**config.mk**
```make
export PLATFORM = sky130hd
export DESIGN_NAME = sorted_list_table_flat
export DESIGN_NICKNAME = d
export VERILOG_FILES = /design/src/rtl/core/slt_pkg.sv /design/src/rtl/core/slt_in_if.sv /design/src/rtl/core/slt_out_if.sv /design/src/rtl/core/slt_mem.sv /design/src/rtl/core/slt_ctrl.sv /design/src/rtl/core/sorted_list_table.sv /design/src/flat_wrapper.sv
export SDC_FILE = /design/constraint.sdc
export NUM_CORES = 2
export LEC_CHECK = 0
export BUFFER_PORTS_ARGS = -buffer_cell sky130_fd_sc_hd__buf_2
export CORE_MARGIN = 8
export CORE_UTILIZATION = 45
export DETAILED_ROUTE_END_ITERATION = 10
export PLACE_DENSITY_LB_ADDON = 0.08
export SYNTH_ARGS = -nofsm -noshare
export SYNTH_HDL_FRONTEND = slang
export SYNTH_SLANG_ARGS = --single-unit
```
**constraint.sdc**
```tcl
create_clock -name clk -period 7.9 [get_ports clk]
set_input_delay 1.185 -clock clk [delete_from_list [all_inputs] [get_ports clk]]
set_output_delay 1.185 -clock clk [all_outputs]
set_load 0.01 [all_outputs]
```
**src/rtl/core/slt_pkg.sv**
```systemverilog
// Shared types and constants for the sorted list table.
package slt_pkg;

	localparam int VALUE_W = 32;
	localparam int COUNT_W = 7;
	localparam int MODE_W  = 2;

	localparam logic [MODE_W-1:0] MODE_INSERT = 2'd0;
	localparam logic [MODE_W-1:0] MODE_SEARCH = 2'd1;
	localparam logic [MODE_W-1:0] MODE_REMOVE = 2'd2;

	typedef logic [MODE_W-1:0]         mode_t;
	typedef logic signed [VALUE_W-1:0] value_t;
	typedef logic [COUNT_W-1:0]        count_t;

	typedef enum logic [2:0] {
		ST_IDLE,
		ST_START,
		ST_SCAN,
		ST_ACT,
		ST_INS_SHIFT,
		ST_INS_WR,
		ST_REM_SHIFT,
		ST_DONE
	} state_t;

endpackage

```
**src/rtl/core/slt_in_if.sv**
```systemverilog
// Command channel interface: one operation word per handshake.
interface slt_in_if;
	import slt_pkg::*;

	logic   valid;
	logic   ready;
	mode_t  mode;
	value_t value;

	modport source(output valid, output mode, output value, input ready);
	modport sink(input valid, input mode, input value, output ready);
endinterface

```
**src/rtl/core/slt_out_if.sv**
```systemverilog
// Result channel interface: one result word per handshake.
interface slt_out_if;
	import slt_pkg::*;

	logic   valid;
	logic   ready;
	logic   ok;
	count_t count;

	modport source(output valid, output ok, output count, input ready);
	modport sink(input valid, input ok, input count, output ready);
endinterface

```
**src/rtl/core/slt_mem.sv**
```systemverilog
// Value store: one write port and one registered read port.
module slt_mem #(
	parameter int DEPTH = 64,
	parameter int AW    = 6
) (
	input  logic                          clk,
	input  logic                          we,
	input  logic [AW-1:0]                 waddr,
	input  slt_pkg::value_t               wdata,
	input  logic                          re,
	input  logic [AW-1:0]                 raddr,
	output slt_pkg::value_t               rdata
);
	import slt_pkg::*;

	value_t mem_q [DEPTH];

	always_ff @(posedge clk) begin
		if (we) begin
			mem_q[waddr] <= wdata;
		end
	end

	always_ff @(posedge clk) begin
		if (re) begin
			rdata <= mem_q[raddr];
		end
	end
endmodule

```
**src/rtl/core/slt_ctrl.sv**
```systemverilog
// Sequencer that scans the store for the sorted position and shifts entries.
module slt_ctrl #(
	parameter int CAPACITY = 64
) (
	input  logic                              clk,
	input  logic                              arst_n,
	slt_in_if.sink                            cmd,
	slt_out_if.source                         res,
	output logic                              mem_we,
	output logic [$clog2(CAPACITY)-1:0]       mem_waddr,
	output slt_pkg::value_t                   mem_wdata,
	output logic                              mem_re,
	output logic [$clog2(CAPACITY)-1:0]       mem_raddr,
	input  slt_pkg::value_t                   mem_rdata
);
	import slt_pkg::*;

	localparam int AW = $clog2(CAPACITY);
	localparam int CW = $clog2(CAPACITY + 1);

	state_t        state_q, state_d;
	mode_t         mode_q;
	value_t        value_q;
	logic [CW-1:0] count_q;
	logic [CW-1:0] idx_q;
	logic [CW-1:0] pos_q;
	logic          hit_q;
	logic          ok_q;
	logic          res_valid_q;
	logic          res_ok_q;
	count_t        res_count_q;

	logic [CW-1:0] idx_m1, idx_m2, idx_p1, idx_p2, pos_p1, cnt_m1;
	logic          full, empty, less, res_load;

	assign idx_m1   = idx_q - CW'(1);
	assign idx_m2   = idx_q - CW'(2);
	assign idx_p1   = idx_q + CW'(1);
	assign idx_p2   = idx_q + CW'(2);
	assign pos_p1   = pos_q + CW'(1);
	assign cnt_m1   = count_q - CW'(1);
	assign full     = (count_q == CW'(CAPACITY));
	assign empty    = (count_q == '0);
	assign less     = (mem_rdata < value_q);
	assign res_load = (state_q == ST_DONE) && (!res_valid_q || res.ready);

	assign res.valid = res_valid_q;
	assign res.ok    = res_ok_q;
	assign res.count = res_count_q;

	always_comb begin
		state_d = state_q;
		unique case (state_q)
			ST_IDLE: begin
				if (cmd.valid) begin
					state_d = ST_START;
				end
			end
			ST_START: begin
				case (mode_q) inside
					MODE_INSERT: state_d = full ? ST_DONE : (empty ? ST_ACT : ST_SCAN);
					MODE_SEARCH, MODE_REMOVE: state_d = empty ? ST_ACT : ST_SCAN;
					default: state_d = ST_DONE;
				endcase
			end
			ST_SCAN: begin
				if (!less || idx_q == count_q) begin
					state_d = ST_ACT;
				end
			end
			ST_ACT: begin
				case (mode_q)
					MODE_INSERT: state_d = (pos_q == count_q) ? ST_INS_WR : ST_INS_SHIFT;
					MODE_REMOVE: begin
						if (!hit_q || pos_p1 == count_q) begin
							state_d = ST_DONE;
						end else begin
							state_d = ST_REM_SHIFT;
						end
					end
					default: state_d = ST_DONE;
				endcase
			end
			ST_INS_SHIFT: begin
				if (idx_m1 == pos_q) begin
					state_d = ST_INS_WR;
				end
			end
			ST_INS_WR: state_d = ST_DONE;
			ST_REM_SHIFT: begin
				if (idx_p2 == count_q) begin
					state_d = ST_DONE;
				end
			end
			ST_DONE: begin
				if (res_load) begin
					state_d = ST_IDLE;
				end
			end
			default: state_d = ST_IDLE;
		endcase
	end

	always_comb begin
		cmd.ready = (state_q == ST_IDLE);
		mem_we    = 1'b0;
		mem_waddr = idx_q[AW-1:0];
		mem_wdata = mem_rdata;
		mem_re    = 1'b0;
		mem_raddr = '0;
		unique case (state_q)
			ST_START: begin
				mem_re = !empty && !(mode_q == MODE_INSERT && full);
			end
			ST_SCAN: begin
				mem_re    = less && (idx_q != count_q);
				mem_raddr = idx_q[AW-1:0];
			end
			ST_ACT: begin
				if (mode_q == MODE_INSERT && pos_q != count_q) begin
					mem_re    = 1'b1;
					mem_raddr = cnt_m1[AW-1:0];
				end else if (mode_q == MODE_REMOVE && hit_q && pos_p1 != count_q) begin
					mem_re    = 1'b1;
					mem_raddr = pos_p1[AW-1:0];
				end
			end
			ST_INS_SHIFT: begin
				mem_we    = 1'b1;
				mem_re    = (idx_m1 != pos_q);
				mem_raddr = idx_m2[AW-1:0];
			end
			ST_INS_WR: begin
				mem_we    = 1'b1;
				mem_waddr = pos_q[AW-1:0];
				mem_wdata = value_q;
			end
			ST_REM_SHIFT: begin
				mem_we    = 1'b1;
				mem_re    = (idx_p2 != count_q);
				mem_raddr = idx_p2[AW-1:0];
			end
			default: begin
			end
		endcase
	end

	always_ff @(posedge clk or negedge arst_n) begin
		if (!arst_n) begin
			state_q     <= ST_IDLE;
			count_q     <= '0;
			res_valid_q <= 1'b0;
		end else begin
			state_q <= state_d;
			if (res_load) begin
				res_valid_q <= 1'b1;
			end else if (res.ready) begin
				res_valid_q <= 1'b0;
			end
			if (state_q == ST_INS_WR) begin
				count_q <= count_q + CW'(1);
			end else if ((state_q == ST_ACT && mode_q == MODE_REMOVE && hit_q &&
			              pos_p1 == count_q) ||
			             (state_q == ST_REM_SHIFT && idx_p2 == count_q)) begin
				count_q <= cnt_m1;
			end
		end
	end

	always_ff @(posedge clk) begin
		unique case (state_q)
			ST_IDLE: begin
				mode_q  <= cmd.mode;
				value_q <= cmd.value;
			end
			ST_START: begin
				ok_q  <= 1'b0;
				idx_q <= CW'(1);
				pos_q <= '0;
				hit_q <= 1'b0;
			end
			ST_SCAN: begin
				if (less && idx_q == count_q) begin
					pos_q <= count_q;
					hit_q <= 1'b0;
				end else if (less) begin
					idx_q <= idx_p1;
				end else begin
					pos_q <= idx_m1;
					hit_q <= (mem_rdata == value_q);
				end
			end
			ST_ACT: begin
				case (mode_q)
					MODE_SEARCH: ok_q <= hit_q;
					MODE_INSERT: idx_q <= count_q;
					MODE_REMOVE: begin
						ok_q  <= hit_q;
						idx_q <= pos_q;
					end
					default: ok_q <= 1'b0;
				endcase
			end
			ST_INS_SHIFT: begin
				idx_q <= idx_m1;
			end
			ST_INS_WR: begin
				ok_q <= 1'b1;
			end
			ST_REM_SHIFT: begin
				idx_q <= idx_p1;
			end
			ST_DONE: begin
				if (res_load) begin
					res_ok_q    <= ok_q;
					res_count_q <= COUNT_W'(count_q);
				end
			end
			default: begin
			end
		endcase
	end
endmodule

```
**src/rtl/core/sorted_list_table.sv**
```systemverilog
// Top level of the sorted list table.
// The table holds up to CAPACITY signed 32-bit values in ascending order in a single
// synchronous memory. Each command word inserts, searches for or removes one value and
// returns one result word with a success flag and the count after the operation (the low
// seven bits of it). A command first scans the stored entries from the lowest, one entry
// per cycle, until it meets the first entry not below the value; an insert then shifts the
// entries above that point up by one and a remove shifts them down, again one entry per
// cycle through the one read port and the one write port. An insert into a full table is
// rejected without a scan, and on an empty table no scan is made. Commands are handled one
// at a time; the next command is taken as soon as the previous result is placed in the
// output register, even if that result has not yet been taken.
module sorted_list_table #(
	parameter int CAPACITY = 64
) (
	input  logic      clk,
	input  logic      arst_n,
	slt_in_if.sink    cmd,
	slt_out_if.source res
);
	import slt_pkg::*;

	localparam int AW = $clog2(CAPACITY);

	logic          mem_we;
	logic [AW-1:0] mem_waddr;
	value_t        mem_wdata;
	logic          mem_re;
	logic [AW-1:0] mem_raddr;
	value_t        mem_rdata;

	slt_ctrl #(
		.CAPACITY(CAPACITY)
	) u_ctrl (
		.clk       (clk),
		.arst_n    (arst_n),
		.cmd       (cmd),
		.res       (res),
		.mem_we    (mem_we),
		.mem_waddr (mem_waddr),
		.mem_wdata (mem_wdata),
		.mem_re    (mem_re),
		.mem_raddr (mem_raddr),
		.mem_rdata (mem_rdata)
	);

	slt_mem #(
		.DEPTH(CAPACITY),
		.AW   (AW)
	) u_mem (
		.clk   (clk),
		.we    (mem_we),
		.waddr (mem_waddr),
		.wdata (mem_wdata),
		.re    (mem_re),
		.raddr (mem_raddr),
		.rdata (mem_rdata)
	);
endmodule
```
**src/flat_wrapper.sv**
```systemverilog
// flat-port wrapper written by rule: the top's interface ports become plain ports
module sorted_list_table_flat import slt_pkg::*;
#(
	parameter int CAPACITY = 64
)
  (clk, arst_n, cmd_valid, cmd_mode, cmd_value, cmd_ready, res_valid, res_ok, res_count, res_ready);
  slt_in_if cmd_i ();
  slt_out_if res_i ();
  input  logic clk;
  input  logic arst_n;
  input wire logic [$bits(cmd_i.valid)-1:0] cmd_valid;
  input wire logic [$bits(cmd_i.mode)-1:0] cmd_mode;
  input wire logic [$bits(cmd_i.value)-1:0] cmd_value;
  output wire logic [$bits(cmd_i.ready)-1:0] cmd_ready;
  output wire logic [$bits(res_i.valid)-1:0] res_valid;
  output wire logic [$bits(res_i.ok)-1:0] res_ok;
  output wire logic [$bits(res_i.count)-1:0] res_count;
  input wire logic [$bits(res_i.ready)-1:0] res_ready;
  assign cmd_i.valid = cmd_valid;
  assign cmd_i.mode = cmd_mode;
  assign cmd_i.value = cmd_value;
  assign cmd_ready = cmd_i.ready;
  assign res_valid = res_i.valid;
  assign res_ok = res_i.ok;
  assign res_count = res_i.count;
  assign res_i.ready = res_ready;
  sorted_list_table #(.CAPACITY(CAPACITY)) u_core (.clk(clk), .arst_n(arst_n), .cmd(cmd_i), .res(res_i));
endmodule
```
==> results.json <==
{
  "status": "complete, but fails checks",
  "violations": "capacitance limit, slew limit",
  "grt_start_max_net_pins": 99,
  "viasPerCell": 6.12,
  "cp_data_required_time_ns": 8.46,
  "clk_latency_ns": 0.87,
  "netlist_top_cells_area": "edfxtp_1, mux4_2, mux2i_1",
  "fin_total_pwr_mw": 43.4,
  "track_usage_pct": 24.5,
  "cts_resized": 0,
  "hp-class": "input port to async pin",
  "synth_nets": 4690,
  "wl_met1_um": 111000,
  "grt_overflow_total": 0,
  "nets": 4889,
  "worstPathArrival_ns": 7.09,
  "tightestPinTransition_ns": 1.50,
  "antenna_found_initial": 10,
  "synth_top_area_share_pct": 75.5,
  "syn_area_sq_um": 85000,
  "die_height_um": 451,
  "finalCritPeriodShare_pct": 82.6,
  "synth_top_flop_cell": "edfxtp_1",
  "fin_worst_skew_ns": 0.0302,
  "drt_iter0_markers": 5162,
  "fillers": 15100,
  "highest_layer": "met5",
  "dr_wl_met2_um": 119000,
  "post-route-drc-count": 0,
  "detail-route-antenna-nets": 0,
  "ctsHtreeMaxLevel": 4,
  "cts_tree": "yes",
  "io_pins": 48,
  "yosysWarnings": 0,
  "synth_largest_area_cell": "edfxtp_1",
  "grt_pass1_vias": 45000,
  "hpwl_um": 148000,
  "crit_fanout": 84,
  "io_buffers": 47,
  "drv_cap": 1,
  "seq_area_frac_synth_pct": 75.8,
  "avgRoutedWirePerCell_um": 34.0,
  "r2r_cells": 12,
  "rsz0062_at_grt": "false",
  "clock_sinks": 2149,
  "wl_um": 255000,
  "critPathLaunchType": "flip-flop",
  "rows": 159,
  "start_util_pct": 45.3,
  "syn_area_per_cell_sq_um": 18.4,
  "wl_met3_um": 18200,
  "drtPass1Iterations": 5,
  "synth_cell_types": 70,
  "layout_commonest_cell": "edfxtp_1",
  "placed_area_sq_um": 89900,
  "ctsLongestPathBuffers": 3,
  "cts-hold-fix-buffers": 0,
  "synth-edff-count": 2138,
  "slew_violations": 2,
  "die_w_um": 451,
  "cp-end-kind": "flip-flop",
  "ys_seq_elements": 2149,
  "cts_buffers": 222,
  "die_area_sq_um": 203000,
  "grt_pass1_wl_um": 356000,
  "route.vias.total": 45900,
  "synthArstFlopShare_pct": 0.512,
  "core_region_area_sq_um": 188000,
  "hold_viol_final": 0,
  "layout_common_cells": "edfxtp_1, mux2i_1, mux4_2, clkbuf_16, nand2_1",
  "syn_to_final_growth_pct": 14.3,
  "max_freq_mhz": 153,
  "design_area_sq_um": 97200,
  "path_clk_slew_ns": 0.07,
  "power_leakage_nw": 32.3,
  "drive_above_1_share_pct": 19.5,
  "cts.root.buffer_cell": "clkbuf_16",
  "tns_ns": 0,
  "setup_violations": 0,
  "vdd_drop_max_mv": 0.371,
  "timing.final.crit_period_ns": 6.52,
  "slew_headroom_pct": -1.10,
  "synthCells": 4610,
  "power_density_nw_per_um2": 447,
  "gp_congestion": 0.882,
  "crit_type": "flip-flop to flip-flop",
  "post_cts_buffers": 0
}
-- cells by family after synthesis --
| logic type | after synthesis | share of synthesized area, % |
|---|---|---|
| compound gates | 592 | 5.04 |
| flops | 2149 | 75.8 |
| xor+xnor | 53 | 0.546 |
| simple gates | 755 | 4.36 |
| mux | 680 | 11.6 |
| fa+ha+maj | 43 | 0.630 |
| buf+inv | 338 | 1.96 |
-- layout make-up --
cell class | instances | area [sq um] | share of cell area [%]
Timing Repair Buffer | 266 | 2120 | 2.18
Clock buffer | 266 | 5740 | 5.91
Sequential cell | 2149 | 64500 | 66.3
Inverter | 47 | 176 | 0.182
Antenna cell | 5 | 12.5 | 0.0129
Clock inverter | 149 | 1500 | 1.55
Tap cell | 2495 | 3120 | 3.21
Multi-Input combinational cell | 2123 | 20000 | 20.6
-- routing by layer --
metal  up-vias  global-route usage [%]
met5         -                       0
met4         2                    6.55
met3       350                    4.61
met2      1741                    38.7
met1     24500                    35.4
li1      19300                       -
-- report_power, final --
group / internal [mW] / leakage [nW] / switching, mW
clock network: 6.01 / 3.53 / 4.50
registers: 15.8 / 19.4 / 0.588
logic: 5.02 / 9.35 / 11.5
total: 26.8 / 32.3 / 16.6
-- cell usage after synthesis (8+ instances only) --
library cell,instances
ha_1,42
inv_1,47
xnor2_1,28
clkbuf_1,151
nor4_1,93
a21o_1,24
xor2_1,25
a32o_1,15
nor3_1,205
nand4_1,15
o211ai_1,28
nand2_1,212
nand3_1,28
edfxtp_1,2138
dfrtp_1,11
buf_4,50
o221ai_1,27
buf_1,16
and3_1,29
o21ai_0,81
mux4_2,246
or3_1,16
a22o_1,92
nor2_1,98
mux2i_1,433
nand2b_1,13
o22ai_1,111
a211oi_1,28
o32ai_1,55
nor2b_1,12
buf_2,55
buf_6,18
o2111ai_1,8
a21oi_1,71
-- worst max-delay path: stages, from the launching register on --
cell	delay (ns)
edfxtp_1	0.61
ha_1	0.25
and3_1	0.28
nor3_1	0.08
or4b_1	0.58
a21o_1	0.27
o31ai_4	1.00
buf_12	0.46
buf_4	0.40
mux4_2	0.53
a22o_1	0.25
nor4_1	1.09
nor4_1	0.10
-- through the flow --
stage / cells / worst slack (ns) / hold WS (ns) / utilization [%]
detailed placement: 7080 / 1.44 / 0.417 / 47.9
global placement: 7072 / 0.645 / 0.405 / 47.8
CTS: 7495 / 1.41 / 0.144 / 51.7
finish: 7500 / 1.38 / 0.206 / 51.8
global route: 7496 / 1.32 / 0.181 / 51.7
floorplan: 4610 / 3.02 / 0.400 / -
-- sequential cells by signal, indices dropped and copies added, names as in the netlist --
register	count
u_core.u_ctrl.count_q	7
u_core.u_ctrl.hit_q	1
u_core.u_ctrl.idx_q	7
u_core.u_ctrl.mode_q	2
u_core.u_ctrl.ok_q	1
u_core.u_ctrl.pos_q	7
u_core.u_ctrl.res.count	7
u_core.u_ctrl.res.ok	1
u_core.u_ctrl.res.valid	1
u_core.u_ctrl.state_q	3
u_core.u_ctrl.value_q	32
u_core.u_mem.mem_q	2048
u_core.u_mem.rdata	32
-- path summary, 6_finish.rpt --
kind | from | slack, ns | to
setup / recovery | u_core.u_ctrl.pos_q[0] | 1.38 | u_core.u_mem.rdata[28]
hold / removal | arst_n | 0.21 | u_core.u_ctrl.count_q[1]
setup reg to reg | u_core.u_ctrl.pos_q[0] | 1.38 | u_core.u_mem.rdata[28]
hold reg to reg | u_core.u_ctrl.ok_q | 0.43 | u_core.u_ctrl.res.ok
max in group asynchronous | arst_n | 7.46 | u_core.u_ctrl.count_q[2]
min in group clk | u_core.u_ctrl.ok_q | 0.43 | u_core.u_ctrl.res.ok
No activity file was read; power rests on OpenSTA's default activity.
